--- src/hsled_pkg.sv ---
`timescale 1ns / 1ps

package hsled_pkg;

  // Reset values of the configuration registers
  localparam logic [7:0]  LED_MAX         = 8'd160;
  localparam logic [6:0]  AMBIENT_TEMP    = 7'd25;
  localparam logic [5:0]  HEAT_HYSTERESIS = 6'd3;
  localparam logic [15:0] UPDATE_PERIOD   = 16'd500;
  localparam logic [7:0]  FLASH_STEP      = 8'd2;

  localparam int unsigned HOTEND_COUNT_DEF = 1;

  // Configuration port
  localparam int unsigned CFG_DATA_W  = 16;
  localparam int unsigned CFG_INDEX_W = 3;

  // Command queue between front and back
  localparam int unsigned QUEUE_DEPTH = 2;

  // Datapath widths
  localparam int unsigned HEAT_W  = 11;
  localparam int unsigned COLOR_W = 9;
  // 2 * 255 * 2047 stays below 2**20
  localparam int unsigned NUM_W   = 20;
  // every quotient stays below 2 * duty_max, so below 512
  localparam int unsigned QUO_W   = 9;

  // Flash phases with a meaning of their own
  localparam logic [2:0] PH_WHITE = 3'd6;
  localparam logic [2:0] PH_DELAY = 3'd7;

  typedef enum logic [2:0] {
    OP_TICK    = 3'd0,
    OP_REPORT  = 3'd1,
    OP_FLASH   = 3'd2,
    OP_FORCE   = 3'd3,
    OP_RELEASE = 3'd4,
    OP_NOP     = 3'd5
  } op_t;

  typedef enum logic [CFG_INDEX_W-1:0] {
    CFG_DUTY_MAX         = 3'd0,
    CFG_AMBIENT_TEMP     = 3'd1,
    CFG_HEAT_HYSTERESIS  = 3'd2,
    CFG_UPDATE_PERIOD    = 3'd3,
    CFG_FLASH_STEP_TICKS = 3'd4
  } cfg_index_t;

  typedef enum logic [1:0] {
    ST_IDLE,
    ST_HEAT,
    ST_DIV,
    ST_FIN
  } st_t;

  typedef struct packed {
    logic [2:0]        opcode;
    logic [HEAT_W-1:0] current_heat_sum;
    logic [HEAT_W-1:0] target_heat_sum;
    logic [7:0]        force_red;
    logic [7:0]        force_green;
    logic [7:0]        force_blue;
  } in_item_t;

  typedef struct packed {
    logic [7:0] red_duty;
    logic [7:0] green_duty;
    logic [7:0] blue_duty;
    logic       write_strobe;
    logic       animating;
  } out_item_t;

  typedef struct packed {
    op_t               op;
    logic [HEAT_W-1:0] current_heat_sum;
    logic [HEAT_W-1:0] target_heat_sum;
    logic [7:0]        force_red;
    logic [7:0]        force_green;
    logic [7:0]        force_blue;
  } cmd_t;

  typedef struct packed {
    logic       valid;
    cmd_t       cmd;
  } queue_head_t;

  typedef struct packed {
    logic [7:0]  duty_max;
    logic [6:0]  ambient_temp;
    logic [5:0]  heat_hysteresis;
    logic [15:0] update_period;
    logic [7:0]  flash_step_ticks;
  } cfg_t;

  typedef struct packed {
    logic              done;
    logic [QUO_W-1:0]  quo;
    logic              rem_nz;
  } div_res_t;

endpackage

--- src/hsled_if.sv ---
`timescale 1ns / 1ps

// Input item channel
interface hsled_in_if
  import hsled_pkg::*;
();
  logic     valid;
  logic     ready;
  in_item_t data;

  modport source (output valid, output data, input ready);
  modport sink (input valid, input data, output ready);
endinterface

// Result item channel
interface hsled_out_if
  import hsled_pkg::*;
();
  logic      valid;
  logic      ready;
  out_item_t data;

  modport source (output valid, output data, input ready);
  modport sink (input valid, input data, output ready);
endinterface

--- src/hsled_front.sv ---
`timescale 1ns / 1ps

module hsled_front
  import hsled_pkg::*;
(
  input  logic        clk,
  input  logic        rst,
  hsled_in_if.sink    items,
  input  logic        pop,
  output queue_head_t head
);

  localparam int unsigned PTR_W = $clog2(QUEUE_DEPTH);
  localparam int unsigned CNT_W = $clog2(QUEUE_DEPTH + 1);

  cmd_t             q_mem [QUEUE_DEPTH];
  logic [PTR_W-1:0] wr_ptr;
  logic [PTR_W-1:0] rd_ptr;
  logic [CNT_W-1:0] count;
  logic             push;
  cmd_t             cmd_in;

  // Classify the beat; unknown opcodes become no-ops
  always_comb begin
    cmd_in.current_heat_sum = items.data.current_heat_sum;
    cmd_in.target_heat_sum  = items.data.target_heat_sum;
    cmd_in.force_red        = items.data.force_red;
    cmd_in.force_green      = items.data.force_green;
    cmd_in.force_blue       = items.data.force_blue;
    if (items.data.opcode inside {OP_TICK, OP_REPORT, OP_FLASH, OP_FORCE, OP_RELEASE}) begin
      cmd_in.op = op_t'(items.data.opcode);
    end else begin
      cmd_in.op = OP_NOP;
    end
  end

  assign items.ready = (count != CNT_W'(QUEUE_DEPTH));
  assign push        = items.valid && items.ready;

  // Store the command at the write pointer
  always_ff @(posedge clk) begin
    if (push) begin
      q_mem[wr_ptr] <= cmd_in;
    end
  end

  // Advance pointers and fill count
  always_ff @(posedge clk) begin
    if (rst) begin
      wr_ptr <= '0;
      rd_ptr <= '0;
      count  <= '0;
    end else begin
      if (push) begin
        wr_ptr <= wr_ptr + PTR_W'(1);
      end
      if (pop) begin
        rd_ptr <= rd_ptr + PTR_W'(1);
      end
      case ({push, pop})
        2'b10:   count <= count + CNT_W'(1);
        2'b01:   count <= count - CNT_W'(1);
        default: count <= count;
      endcase
    end
  end

  assign head.valid = (count != '0);
  assign head.cmd   = q_mem[rd_ptr];

`ifndef SYNTHESIS
  a_count_bound: assert property (@(posedge clk) disable iff (rst)
    count <= CNT_W'(QUEUE_DEPTH))
    else $error("command queue overfilled");

  a_pop_nonempty: assert property (@(posedge clk) disable iff (rst)
    pop |-> count != '0)
    else $error("pop from empty command queue");

  a_push_grows: assert property (@(posedge clk) disable iff (rst)
    (push && !pop) |=> count == $past(count) + CNT_W'(1))
    else $error("queue count did not grow on push");
`endif

endmodule

--- src/hsled_div.sv ---
`timescale 1ns / 1ps

module hsled_div
  import hsled_pkg::*;
(
  input  logic              clk,
  input  logic              rst,
  input  logic              start,
  input  logic [NUM_W-1:0]  num,
  input  logic [HEAT_W-1:0] den,
  output div_res_t          res
);

  localparam int unsigned CNT_W = $clog2(QUO_W + 1);

  logic [CNT_W-1:0] cnt;
  logic             done;
  logic [NUM_W-1:0] rem;
  logic [NUM_W-1:0] dsh;
  logic [QUO_W-1:0] quo;

  // Count the restoring steps, one quotient bit a cycle
  always_ff @(posedge clk) begin
    if (rst) begin
      cnt  <= '0;
      done <= 1'b0;
    end else begin
      done <= 1'b0;
      if (start) begin
        cnt <= CNT_W'(QUO_W);
      end else if (cnt != '0) begin
        cnt <= cnt - CNT_W'(1);
        if (cnt == CNT_W'(1)) begin
          done <= 1'b1;
        end
      end
    end
  end

  // Subtract the shifted divisor where it fits
  always_ff @(posedge clk) begin
    if (start) begin
      rem <= num;
      dsh <= NUM_W'(den) << (QUO_W - 1);
      quo <= '0;
    end else if (cnt != '0) begin
      if (rem >= dsh) begin
        rem <= rem - dsh;
        quo <= {quo[QUO_W-2:0], 1'b1};
      end else begin
        quo <= {quo[QUO_W-2:0], 1'b0};
      end
      dsh <= dsh >> 1;
    end
  end

  assign res.done   = done;
  assign res.quo    = quo;
  assign res.rem_nz = (rem != '0);

endmodule

--- src/hsled_back.sv ---
`timescale 1ns / 1ps

module hsled_back
  import hsled_pkg::*;
#(
  parameter int unsigned HOTEND_COUNT = HOTEND_COUNT_DEF
)
(
  input  logic        clk,
  input  logic        rst,
  input  cfg_t        cfg,
  input  queue_head_t head,
  output logic        pop,
  hsled_out_if.source results
);

  localparam int unsigned ROOM_W = 7 + $clog2(HOTEND_COUNT + 1);
  localparam int unsigned SUB_W  = (ROOM_W > HEAT_W) ? ROOM_W : HEAT_W;

  typedef struct packed {
    logic [COLOR_W-1:0] r;
    logic [COLOR_W-1:0] g;
    logic [COLOR_W-1:0] b;
  } rgb_t;

  function automatic logic [7:0] clamp_duty(input logic [COLOR_W-1:0] v,
                                            input logic [7:0] dmax);
    clamp_duty = (v > {1'b0, dmax}) ? dmax : v[7:0];
  endfunction

  // Control state
  st_t         state;
  st_t         state_next;
  rgb_t        sets [2];
  rgb_t        sets_next [2];
  logic [1:0]  dirty;
  logic [1:0]  dirty_next;
  logic        forced_active;
  logic        forced_next;
  logic        flash_pending;
  logic        flash_next;
  logic [2:0]  ramp_phase;
  logic [2:0]  phase_next;
  logic [7:0]  ramp_level;
  logic [7:0]  level_next;
  logic [7:0]  step_cd;
  logic [7:0]  step_cd_next;
  logic [15:0] update_cd;
  logic [15:0] update_cd_next;
  logic        out_valid;

  // Payload registers
  logic [HEAT_W-1:0] cur_r;
  logic [HEAT_W-1:0] tgt_r;
  rgb_t              fin_rgb;
  out_item_t         out_data;
  out_item_t         out_next;

  // Sequencer strobes
  logic take;
  logic report_go;
  logic heat_white;
  logic exec;
  logic emit;
  logic div_start;
  logic fin_white;
  logic fin_div;
  logic fin_apply;

  // Datapath helpers
  logic [ROOM_W-1:0]  room_prod;
  logic [SUB_W-1:0]   room_ext;
  logic [SUB_W-1:0]   cur_ext;
  logic [SUB_W-1:0]   tgt_ext;
  logic [HEAT_W-1:0]  cur_clamp;
  logic [HEAT_W-1:0]  tgt_clamp;
  logic [COLOR_W-1:0] m2;
  logic [NUM_W-1:0]   product;
  logic [COLOR_W-1:0] white;
  logic [COLOR_W-1:0] lvl9;
  rgb_t               ramp_color;
  logic [2:0]         phase_adv;
  logic [7:0]         level_adv;
  logic [7:0]         step_dec;
  logic               color_we;
  rgb_t               color;
  rgb_t               active;
  div_res_t           res;

  assign take = head.valid && (!out_valid || results.ready);
  assign report_go = (head.cmd.op == OP_REPORT) && !forced_active && !flash_pending
                     && (update_cd == '0);

  // Heat relative to room, clamped at zero
  assign room_prod = ROOM_W'(HOTEND_COUNT) * ROOM_W'(cfg.ambient_temp);
  assign room_ext  = SUB_W'(room_prod);
  assign cur_ext   = SUB_W'(head.cmd.current_heat_sum);
  assign tgt_ext   = SUB_W'(head.cmd.target_heat_sum);
  assign cur_clamp = (cur_ext > room_ext) ? HEAT_W'(cur_ext - room_ext) : '0;
  assign tgt_clamp = (tgt_ext > room_ext) ? HEAT_W'(tgt_ext - room_ext) : '0;

  assign m2         = {cfg.duty_max, 1'b0};
  assign product    = NUM_W'(m2) * NUM_W'(cur_r);
  assign white      = {1'b0, cfg.duty_max};
  assign heat_white = (tgt_r == '0)
                      || (({1'b0, cur_r} + (HEAT_W + 1)'(cfg.heat_hysteresis))
                          >= {1'b0, tgt_r});

  hsled_div u_div (
    .clk   (clk),
    .rst   (rst),
    .start (div_start),
    .num   (product),
    .den   (tgt_r),
    .res   (res)
  );

  // Flash ramp color and the step after it
  always_comb begin
    lvl9       = {1'b0, ramp_level};
    ramp_color = '0;
    if (ramp_phase inside {PH_WHITE, PH_DELAY}) begin
      ramp_color = '{r: lvl9, g: lvl9, b: lvl9};
    end else if (ramp_phase[2:1] == 2'd0) begin
      ramp_color.r = lvl9;
    end else if (ramp_phase[2:1] == 2'd1) begin
      ramp_color.g = lvl9;
    end else begin
      ramp_color.b = lvl9;
    end
    phase_adv = ramp_phase + 3'd1;
    if (!ramp_phase[0]) begin
      if (({1'b0, ramp_level} + 9'd1) >= {1'b0, cfg.duty_max}) begin
        level_adv = (phase_adv == PH_DELAY) ? 8'd0 : cfg.duty_max;
      end else begin
        phase_adv = ramp_phase;
        level_adv = ramp_level + 8'd1;
      end
    end else begin
      if (ramp_level <= 8'd1) begin
        level_adv = 8'd0;
      end else begin
        phase_adv = ramp_phase;
        level_adv = ramp_level - 8'd1;
      end
    end
  end

  // Next state of the sequencer
  always_comb begin
    state_next = state;
    case (state)
      ST_IDLE: begin
        if (take && report_go) begin
          state_next = ST_HEAT;
        end
      end
      ST_HEAT: state_next = heat_white ? ST_FIN : ST_DIV;
      ST_DIV: begin
        if (res.done) begin
          state_next = ST_FIN;
        end
      end
      ST_FIN:  state_next = ST_IDLE;
      default: state_next = ST_IDLE;
    endcase
  end

  // Sequencer outputs
  always_comb begin
    pop       = 1'b0;
    exec      = 1'b0;
    emit      = 1'b0;
    div_start = 1'b0;
    fin_white = 1'b0;
    fin_div   = 1'b0;
    fin_apply = 1'b0;
    case (state)
      ST_IDLE: begin
        pop  = take;
        exec = take;
        emit = take && !report_go;
      end
      ST_HEAT: begin
        div_start = !heat_white;
        fin_white = heat_white;
      end
      ST_DIV:  fin_div = res.done;
      ST_FIN: begin
        emit      = 1'b1;
        fin_apply = 1'b1;
      end
      default: begin
        pop = 1'b0;
      end
    endcase
  end

  // Carry out the command, write the color, build the result beat
  always_comb begin
    sets_next      = sets;
    dirty_next     = dirty;
    forced_next    = forced_active;
    flash_next     = flash_pending;
    phase_next     = ramp_phase;
    level_next     = ramp_level;
    step_cd_next   = step_cd;
    update_cd_next = update_cd;
    step_dec       = (step_cd != '0) ? step_cd - 8'd1 : step_cd;
    color_we       = 1'b0;
    color          = fin_rgb;
    active         = '0;
    out_next       = '0;

    if (exec) begin
      case (head.cmd.op)
        OP_TICK: begin
          if (update_cd != '0) begin
            update_cd_next = update_cd - 16'd1;
          end
          if (flash_pending) begin
            step_cd_next = step_dec;
            if (step_dec == '0) begin
              if (ramp_phase == PH_DELAY) begin
                flash_next = 1'b0;
                phase_next = '0;
                level_next = '0;
              end else begin
                color_we     = 1'b1;
                color        = ramp_color;
                phase_next   = phase_adv;
                level_next   = level_adv;
                step_cd_next = cfg.flash_step_ticks;
              end
            end
          end
        end
        OP_REPORT: begin
          if (report_go) begin
            update_cd_next = cfg.update_period;
          end
        end
        OP_FLASH: begin
          flash_next   = 1'b1;
          phase_next   = '0;
          level_next   = '0;
          step_cd_next = '0;
        end
        OP_FORCE: begin
          forced_next   = 1'b1;
          color_we      = 1'b1;
          color         = '{r: {1'b0, head.cmd.force_red},
                            g: {1'b0, head.cmd.force_green},
                            b: {1'b0, head.cmd.force_blue}};
          dirty_next[1] = 1'b1;
        end
        OP_RELEASE: begin
          forced_next   = 1'b0;
          dirty_next[0] = 1'b1;
        end
        default: begin
          forced_next = forced_active;
        end
      endcase
    end

    if (fin_apply) begin
      color_we = 1'b1;
    end

    // Write the active set and mark it changed
    if (color_we && (sets_next[forced_next] != color)) begin
      sets_next[forced_next]  = color;
      dirty_next[forced_next] = 1'b1;
    end

    if (emit) begin
      active                  = sets_next[forced_next];
      out_next.red_duty       = clamp_duty(active.r, cfg.duty_max);
      out_next.green_duty     = clamp_duty(active.g, cfg.duty_max);
      out_next.blue_duty      = clamp_duty(active.b, cfg.duty_max);
      out_next.write_strobe   = dirty_next[forced_next];
      out_next.animating      = flash_next;
      dirty_next[forced_next] = 1'b0;
    end
  end

  // Hold control state
  always_ff @(posedge clk) begin
    if (rst) begin
      state         <= ST_IDLE;
      sets[0]       <= '0;
      sets[1]       <= '0;
      dirty         <= '0;
      forced_active <= 1'b0;
      flash_pending <= 1'b1;
      ramp_phase    <= '0;
      ramp_level    <= '0;
      step_cd       <= '0;
      update_cd     <= '0;
      out_valid     <= 1'b0;
    end else begin
      state         <= state_next;
      sets          <= sets_next;
      dirty         <= dirty_next;
      forced_active <= forced_next;
      flash_pending <= flash_next;
      ramp_phase    <= phase_next;
      ramp_level    <= level_next;
      step_cd       <= step_cd_next;
      update_cd     <= update_cd_next;
      if (emit) begin
        out_valid <= 1'b1;
      end else if (results.ready) begin
        out_valid <= 1'b0;
      end
    end
  end

  // Load heat operands, final color and result beat
  always_ff @(posedge clk) begin
    if (exec && report_go) begin
      cur_r <= cur_clamp;
      tgt_r <= tgt_clamp;
    end
    if (fin_white) begin
      fin_rgb <= '{r: white, g: white, b: white};
    end else if (fin_div) begin
      fin_rgb <= '{r: res.quo,
                   g: '0,
                   b: COLOR_W'(m2 - res.quo - COLOR_W'(res.rem_nz))};
    end
    if (emit) begin
      out_data <= out_next;
    end
  end

  assign results.valid = out_valid;
  assign results.data  = out_data;

`ifndef SYNTHESIS
  a_fin_slot_free: assert property (@(posedge clk) disable iff (rst)
    state == ST_FIN |-> !out_valid)
    else $error("result register busy when heat color finishes");

  a_div_done_in_div: assert property (@(posedge clk) disable iff (rst)
    res.done |-> state == ST_DIV)
    else $error("divider finished outside the divide state");

  a_flash_idle_clear: assert property (@(posedge clk) disable iff (rst)
    !flash_pending |-> (ramp_phase == '0 && ramp_level == '0))
    else $error("ramp state left over after flash");
`endif

endmodule

--- src/heat_status_rgb_led_driver.sv ---
`timescale 1ns / 1ps
// Result path: an item taken from the command queue has its result registered; an evaluated
//   temperature report runs setup, 9-step divider and color write, and skips the divider when white.
// Throughput: one item per cycle from the command queue while the result register is free; an
//   evaluated report holds the back end through its setup, divider and color-write states.
// Reset (rst, synchronous): registers take their defaults, queue and result empty,
//   the start-up flash is pending and the first report after it is evaluated.

module heat_status_rgb_led_driver
  import hsled_pkg::*;
#(
  parameter int unsigned HOTEND_COUNT = HOTEND_COUNT_DEF
)
(
  input  logic                   clk,
  input  logic                   rst,
  hsled_in_if.sink               items,
  hsled_out_if.source            results,
  input  logic                   cfg_we,
  input  logic [CFG_INDEX_W-1:0] cfg_index,
  input  logic [CFG_DATA_W-1:0]  cfg_data
);

  cfg_t        cfg;
  queue_head_t head;
  logic        pop;

  // Hold the configuration registers
  always_ff @(posedge clk) begin
    if (rst) begin
      cfg.duty_max         <= LED_MAX;
      cfg.ambient_temp     <= AMBIENT_TEMP;
      cfg.heat_hysteresis  <= HEAT_HYSTERESIS;
      cfg.update_period    <= UPDATE_PERIOD;
      cfg.flash_step_ticks <= FLASH_STEP;
    end else if (cfg_we) begin
      case (cfg_index)
        CFG_DUTY_MAX:         cfg.duty_max         <= cfg_data[7:0];
        CFG_AMBIENT_TEMP:     cfg.ambient_temp     <= cfg_data[6:0];
        CFG_HEAT_HYSTERESIS:  cfg.heat_hysteresis  <= cfg_data[5:0];
        CFG_UPDATE_PERIOD:    cfg.update_period    <= cfg_data[15:0];
        CFG_FLASH_STEP_TICKS: cfg.flash_step_ticks <= cfg_data[7:0];
        default:              cfg.duty_max         <= cfg.duty_max;
      endcase
    end
  end

  hsled_front u_front (
    .clk   (clk),
    .rst   (rst),
    .items (items),
    .pop   (pop),
    .head  (head)
  );

  hsled_back #(
    .HOTEND_COUNT (HOTEND_COUNT)
  ) u_back (
    .clk     (clk),
    .rst     (rst),
    .cfg     (cfg),
    .head    (head),
    .pop     (pop),
    .results (results)
  );

endmodule

--- src/flat_wrapper.sv ---
// flat-port wrapper written by rule: the top's interface ports become plain ports
module heat_status_rgb_led_driver_flat import hsled_pkg::*;
#(
  parameter int unsigned HOTEND_COUNT = HOTEND_COUNT_DEF
)
  (clk, rst, cfg_we, cfg_index, cfg_data, items_valid, items_data, items_ready, results_valid, results_data, results_ready);
  hsled_in_if items_i ();
  hsled_out_if results_i ();
  input  logic clk;
  input  logic rst;
  input  logic cfg_we;
  input  logic [CFG_INDEX_W-1:0] cfg_index;
  input  logic [CFG_DATA_W-1:0] cfg_data;
  input wire logic [$bits(items_i.valid)-1:0] items_valid;
  input wire logic [$bits(items_i.data)-1:0] items_data;
  output wire logic [$bits(items_i.ready)-1:0] items_ready;
  output wire logic [$bits(results_i.valid)-1:0] results_valid;
  output wire logic [$bits(results_i.data)-1:0] results_data;
  input wire logic [$bits(results_i.ready)-1:0] results_ready;
  assign items_i.valid = items_valid;
  assign items_i.data = items_data;
  assign items_ready = items_i.ready;
  assign results_valid = results_i.valid;
  assign results_data = results_i.data;
  assign results_i.ready = results_ready;
  heat_status_rgb_led_driver #(.HOTEND_COUNT(HOTEND_COUNT)) u_core (.clk(clk), .rst(rst), .items(items_i), .results(results_i), .cfg_we(cfg_we), .cfg_index(cfg_index), .cfg_data(cfg_data));
endmodule
--- config.mk ---
export PLATFORM = sky130hd
export DESIGN_NAME = heat_status_rgb_led_driver_flat
export DESIGN_NICKNAME = d
export VERILOG_FILES = /design/src/hsled_pkg.sv /design/src/hsled_if.sv /design/src/hsled_front.sv /design/src/hsled_div.sv /design/src/hsled_back.sv /design/src/heat_status_rgb_led_driver.sv /design/src/flat_wrapper.sv
export SDC_FILE = /design/constraint.sdc
export NUM_CORES = 1
export LEC_CHECK = 0
export BUFFER_PORTS_ARGS = -buffer_cell sky130_fd_sc_hd__buf_2
export CORE_MARGIN = 2
export CORE_UTILIZATION = 63
export CTS_CLUSTER_SIZE = 30
export DETAILED_ROUTE_END_ITERATION = 10
export PLACE_DENSITY = 0.78
export SETUP_SLACK_MARGIN = 0.15
export SYNTH_ARGS = -nofsm -noshare
export SYNTH_HDL_FRONTEND = slang
export SYNTH_SLANG_ARGS = --single-unit
export TNS_END_PERCENT = 1
--- constraint.sdc ---
create_clock -name clk -period 8.5 [get_ports clk]
set_input_delay 1.7 -clock clk [delete_from_list [all_inputs] [get_ports clk]]
set_output_delay 1.7 -clock clk [all_outputs]
set_load 0.02 [all_outputs]
==> results of run 1 <==
worst max-delay path, stage by stage:
cell and delay, ns:
buf_2 0.10, nand2b_1 0.22, nand3_1 0.33, inv_1 0.29, nand2_2 0.21, nor4_4 0.51
a2bb2oi_1 0.38, xnor2_1 0.16, nand4_1 0.13, or4_1 0.72, o21ai_4 0.35, buf_12 0.29
buf_4 0.33, mux2i_1 0.23, ha_1 0.26, o21a_1 0.10, o21ai_0 0.14, nand2b_1 0.07
a21oi_1 0.14, nor2b_1 0.06, o21ai_0 0.18, a21oi_1 0.14, nor2b_1 0.53, mux2_2 0.39
o221a_2 0.21
flip-flops by register name, summed over array words and instances, names as in the netlist, 4 cells and up, named ones only:
register / flops
u_core.u_back.ramp_level: 8
u_core.u_back.fin_rgb: 26
u_core.cfg: 45
u_core.u_back.step_cd: 8
u_core.u_back.u_div.quo: 9
u_core.u_back.results.data: 26
u_core.u_back.u_div.rem: 20
u_core.u_back.u_div.cnt: 4
u_core.u_back.u_div.dsh: 19
u_core.u_back.update_cd: 16
u_core.u_front.q_mem: 98
u_core.u_back.sets: 54
u_core.u_back.tgt_r: 11
u_core.u_back.cur_r: 11
placed cells by master, fill, tap and decap left out, types with 55 or more instances in the layout:
cell / n
nand2_1: 274
edfxtp_1: 200
nor2_1: 173
dfxtp_1: 170
inv_1: 159
ha_1: 153
a21oi_1: 147
mux2i_1: 116
buf_2: 99
o21ai_0: 91
xnor2_1: 68
nand3_1: 60
fa_1: 59
nor2b_1: 55
logic make-up after synthesis:
family | synth area share [%]
muxes | 5.964
DFF | 40.34
adders and majority gates | 13.24
and+or+nand+nor | 16.78
buffers and inverters | 4.899
AOI/OAI and AO/OA | 15.02
xor gates and xnor gates | 3.748
repair_timing:
item,CTS,global route
setup endpoints to repair,0,8
gates resized for setup,0,2
endpoints found under the hold margin,0,0
synthesized netlist by cell type (18+ instances only):
| cell | instances |
|---|---|
| a211oi_1 | 35 |
| and2_1 | 50 |
| dfxtp_1 | 171 |
| nor3_1 | 43 |
| fa_1 | 59 |
| ha_1 | 153 |
| a21o_1 | 48 |
| nand3_1 | 60 |
| clkbuf_1 | 79 |
| o21ai_0 | 91 |
| inv_1 | 159 |
| mux2i_1 | 116 |
| a21oi_1 | 148 |
| nand2_1 | 274 |
| and3_1 | 19 |
| nor2_1 | 176 |
| xor2_1 | 32 |
| edfxtp_1 | 200 |
| nand2b_1 | 25 |
| nor2b_1 | 55 |
| nor4_1 | 18 |
| xnor2_1 | 68 |
| buf_2 | 18 |
routing by layer:
metal,up-vias,share of wire (%),global-route usage [%]
li1,8743,-,-
met5,-,0.017,0
met1,8974,43,45.41
met2,853,44,51.09
met4,2,4.2,13.81
met3,156,8.8,5.578
power groups by stage:
| stage | Clock [mW] | Combinational, mW | Sequential [mW] |
|---|---|---|---|
| floorplan | 0 | 2.33 | 2.59 |
| global placement | 0 | 3.08 | 2.58 |
| detailed placement | 0 | 3.15 | 2.58 |
| CTS | 1.93 | 3.18 | 2.55 |
| global route | 1.98 | 3.53 | 2.58 |
| finish | 1.91 | 3.21 | 2.55 |
final timing paths:
path	depth (start not counted)	slack [ns]	endpoint
hold reg to reg	2	0.46	u_core.cfg[8]
setup / recovery	25	0.75	u_core.u_back.results.data[24]
setup reg to reg	27	1.07	u_core.u_back.results.data[24]
hold / removal	2	0.46	u_core.cfg[8]
through the flow:
| stage | total power, mW | setup slack, ns | std cells | utilization [%] | hold WS, ns |
|---|---|---|---|---|---|
| 2_1_floorplan | 4.927 | 0.8782 | 2416 | - | 0.4332 |
| 3_3_place_gp | 5.650 | 0.2469 | 2909 | 66.48 | 0.4446 |
| 3_5_place_dp | 5.730 | 0.03808 | 2909 | 66.48 | 0.4496 |
| 4_1_cts | 7.652 | 0.6180 | 2984 | 70.40 | 0.4588 |
| 5_1_grt | 8.099 | 0.3808 | 2984 | 70.43 | 0.4769 |
| 6_report | 7.667 | 0.7542 | 2984 | 70.43 | 0.4593 |
area by class of cell:
class	count	area, µm²
multi-input cells	1764	12860
flip-flops and latches	371	9433
inverters	159	596.8
fillers	2800	10830
well taps	468	585.6
clock inverters	27	334.1
clock buffers	48	1104
repair buffers	147	868.3
==> flow_summary.toml, run 1 <==
[timing]
clock.fmax_mhz = 129.1
setup_violations = 0
post-route-period-util_pct = 91.13
skew_ns = 0.02190
worst_slew_pin_slew_ns = 1.148
relSlewSlack_pct = 22.88
drv_slew = 0
finalSetupTns_ns = 0
hold_violations = 0
final.min_clock_period_ns = 7.746
grt_setup_unrepaired = "no"

[drt]
wl_per_cell_um = 21.13
dr.pass1.iters = 6
drcViolationCount = 0
routed_wl_um = 63060
viasPerCell = 6.276
drt.antenna.violating_nets = 0
drt-initial-drc-count = 1851
via_count = 18730

[logic_synthesis]
synth-edff-count = 200
async_reset_ff_share_pct = 0
synthFlopType = "edfxtp_1"
synth_top_area_share_pct = 25.70
avgSynthCellArea_um2 = 9.673
yosysUniqueCellTypes = 98
yosys_warnings = 0
syn_inst = 2416
synth_area_leaders = "edfxtp_1, dfxtp_1, ha_1, fa_1, mux2i_1"
synth-seq-cells = 371
ys_seq_area_share_pct = 40.34
synth_area_leader_cell = "edfxtp_1"
synth_nets = 2701
syn_area_um2 = 23370

[global_route]
track_usage_pct = 32.73
grt_pass1_vias = 18010
overflow = 0
grt_max_degree = 68
antenna_found_initial = 1
grt_pass1_wl_um = 98480

[hold_path]
hp-start = "u_core.cfg[8]"
hp-class = "flop to flop"

[critical_path]
cp_max_fo = 53
cp.required_ns = 8.94
startpoint = "results_ready"
criticalPathCategory = "input pin to flop"
cp-end-kind = "flop"
r2r-start = "u_core.u_back.ramp_phase[0]"
crit_arrival_ns = 8.19
critPathLaunchType = "input pin"

[clocking]
cts_buffers = 41
cts_tree = "yes"
ctsHoldBuffers = 0
path_clk_slew_ns = 0.06
htreeDepth = 2
post-cts-setup-buffer-count = 0
clock_sinks = 371
insertion_delay_ns = 0.58
clockBufferDepth = 3
clk_root_buffer_cell = "clkbuf_16"

[finish]
antenna_cells = 0
final_area_um2 = 25780
syn_to_final_growth_pct = 10.33
nets = 2769
drive_gt1_share_pct = 11.69

[power]
p_per_area_nw_per_um2 = 297.3
ir_worst_vdd_mv = 0.2584
pwr-share-comb_pct = 41.9
p_sw_share_pct = 37.94
power_switching_mw = 2.909
intPower_mw = 4.758
cellLeakagePower_nw = 11.20
clockPowerShare_pct = 24.9
p_seq_share_pct = 33.2

[job]
maxCapViolCount = 0

[placement]
port_buffers = 100
dp_hpwl_um = 45400
placed_cell_area_um2 = 24340
gp_congestion = 0.9736

[floorplan]
core-area_um2 = 36610
rows = 70
num_io_pins = 101
dieArea_um2 = 38650
dieWidth_um = 196.6
die_h_um = 196.6
start_util_pct = 63.84

[run_status]
status = "completed"
Power figures use the tool's default switching activity.
==> run 2: changes to the inputs <==
- ABC_AREA: not set -> 1
==> run 2 against run 1 <==
Compared with the run above: sequential power grew 4%; worst setup slack gained 0.60 ns; clock skew grew 0.010 ns; final area grew 3.2%; non-clock buffer count shrank 26; synthesized cell count grew 32%; first-iteration DRC count grew 3.6%; global-route usage grew 1.1 points; flip-flop and latch count is the same; die area grew 4.4%; register-to-register slack gained 0.45 ns; largest power group unchanged.
==> flow_summary.toml, run 2 <==
[clocking]
ctsHoldBuffers = 0
cts_tree = "yes"
post-cts-setup-buffer-count = 0
htreeDepth = 2
clk_root_buffer_cell = "clkbuf_16"
clock_sinks = 371
insertion_delay_ns = 0.59
ctsResizeCount = 0
path_clk_slew_ns = 0.06
cts_buffers = 42
clockBufferDepth = 3

[critical_path]
slowest_stage = "nand2_2"
max_stage_delay_ns = 0.56
cp.required_ns = 8.82
reg2reg_setup_slack_ns = 1.52
critPathLaunchType = "input pin"
crit_buf_inv = 5
cpLargestDelayFamily = "simple AND/OR/NAND/NOR gates"
crit_top_cell = "nand2_1"
cp-end-kind = "flop"
criticalPathCategory = "input pin to flop"
crit_arrival_ns = 7.47
cp_max_fo = 24

[job]
maxCapViolCount = 0

[finish]
drive_gt1_share_pct = 7.690
post-route-util_pct = 69.15
top_regs = "u_core.u_front.q_mem x98, u_core.u_back.sets x54, u_core.cfg x45"
nets = 3515
mostFrequentLayoutCell = "nand2_1"
syn_to_final_growth_pct = 8.876
top_register = "u_core.u_front.q_mem"
final_cell_mix = "nand2_1, inv_1, nor2_1, nand3_1, edfxtp_1"
largest_reg_flops = 98
final_area_um2 = 26600

[placement]
place_ws_ns = 0.9554
port_buffers = 100
gp_congestion = 1.051
dp_hpwl_um = 50190
placed_cell_area_um2 = 25210

[timing]
hold_violations = 0
worst_slew_pin_slew_ns = 1.204
drv_slew = 0
post-route-period-util_pct = 84.09
final.min_clock_period_ns = 7.148
relSlewSlack_pct = 19.55
skew_ns = 0.03187
grt_setup_unrepaired = "no"
clock.fmax_mhz = 139.9
setup_ws_ns = 1.352
setup_violations = 0
finalSetupTns_ns = 0

[logic_synthesis]
syn_area_um2 = 24430
synthFlopType = "edfxtp_1"
ys_seq_area_share_pct = 38.59
synth_area_leader_cell = "edfxtp_1"
synth_top_area_share_pct = 24.58
synth_nets = 3482
avgSynthCellArea_um2 = 7.642
synth_area_leaders = "edfxtp_1, dfxtp_1, nand2_1, ha_1, inv_1"
async_reset_ff_share_pct = 0
synth-seq-cells = 371
syn_inst = 3197
synth_most_common_cell = "nand2_1"
yosys-top-cells-count = "nand2_1, inv_1, nor2_1"
yosys_warnings = 0
synth-edff-count = 200
yosysUniqueCellTypes = 59

[floorplan]
dieWidth_um = 200.9
core-area_um2 = 38470
num_io_pins = 101
rows = 72
die_h_um = 200.9
start_util_pct = 63.51
dieArea_um2 = 40370

[drt]
drcViolationCount = 0
routed_wl_um = 68290
drt.antenna.violating_nets = 0
via_count = 22000
viasPerCell = 5.814
wl_per_cell_um = 18.05
drt-initial-drc-count = 1917
dr.pass1.iters = 6

[power]
total_power_mw = 9.202
p_per_area_nw_per_um2 = 345.9
cellLeakagePower_nw = 12.75
ir_worst_vdd_mv = 0.4532

[global_route]
grt_max_degree = 91
grt_pass1_wl_um = 108900
antenna_found_initial = 1
overflow = 0
grt_pass1_vias = 20940
track_usage_pct = 33.81

[hold_path]
hp-class = "flop to flop"

[run_status]
status = "completed"
[run 2: changes by cell type in the layout (fill, tap and decap cells not counted), moves of 47 or more]
cell,previous run,this run
a21oi_1,147,199
and2_1,50,0
mux2i_1,116,11
a21o_1,48,1
inv_1,159,389
o21ai_0,91,159
nand3_1,60,216
nor2b_1,55,0
nand2_1,274,909
[run 2: layout make-up]
cell class              instances  area, µm²
multi-input cells            2283      12930
fillers                      3229      11870
flip-flops and latches        371       9430
inverters                     411       1543
clock buffers                  55       1151
repair buffers                121      658.1
well taps                     518      648.1
clock inverters                23      235.2
diodes                          1      2.502
[run 2: layer usage]
metal / share of wire, % / GRT usage, % / vias up
met5: 0 / 0 / -
met2: 47 / 56.82 / 879
met4: 4.5 / 15.40 / 0
met1: 41 / 43.62 / 10310
li1: - / - / 10610
met3: 7.8 / 4.545 / 195
[run 2: per-stage QoR]
step,cells,hold slack (ns)
6_report,3783,0.4578
2_1_floorplan,3197,0.4236
3_3_place_gp,3704,0.4420
4_1_cts,3782,0.4586
5_1_grt,3782,0.4787
3_5_place_dp,3704,0.4428
[run 2: kinds of logic after synthesis]
kind of cell | Yosys count | synth area share [%]
AOI/OAI and AO/OA | 523 | 12.12
xor gates and xnor gates | 71 | 2.545
adders and majority gates | 212 | 12.67
buffers and inverters | 543 | 8.614
DFF | 371 | 38.59
muxes | 11 | 0.4507
and+or+nand+nor | 1466 | 25.01
[run 2: worst paths after layout]
kind / cells after the start / to / from
worst max register to register: 32 / u_core.u_back.results.data[20] / flop
worst min register to register: 2 / u_core.cfg[13] / u_core.cfg[13]
worst min-delay path: 2 / u_core.cfg[13] / u_core.cfg[13]
worst max-delay path: 35 / u_core.u_back.results.data[20] / results_ready
[run 2: where the power goes]
part | total, mW | internal, mW | switching, mW
clock network | 1.85 | 1.08 | 0.767
logic | 4.70 | 1.54 | 3.15
registers | 2.66 | 2.43 | 0.230
[run 2: worst reg2reg max path: cells and delay by family (launching register included)]
family                     cells  cell delay [ns]
and+or+nand+nor               22             3.84
AOI/OAI and AO/OA              6             1.20
buffers and inverters          3             1.04
adders and majority gates      1             0.34
DFF                            1             0.33
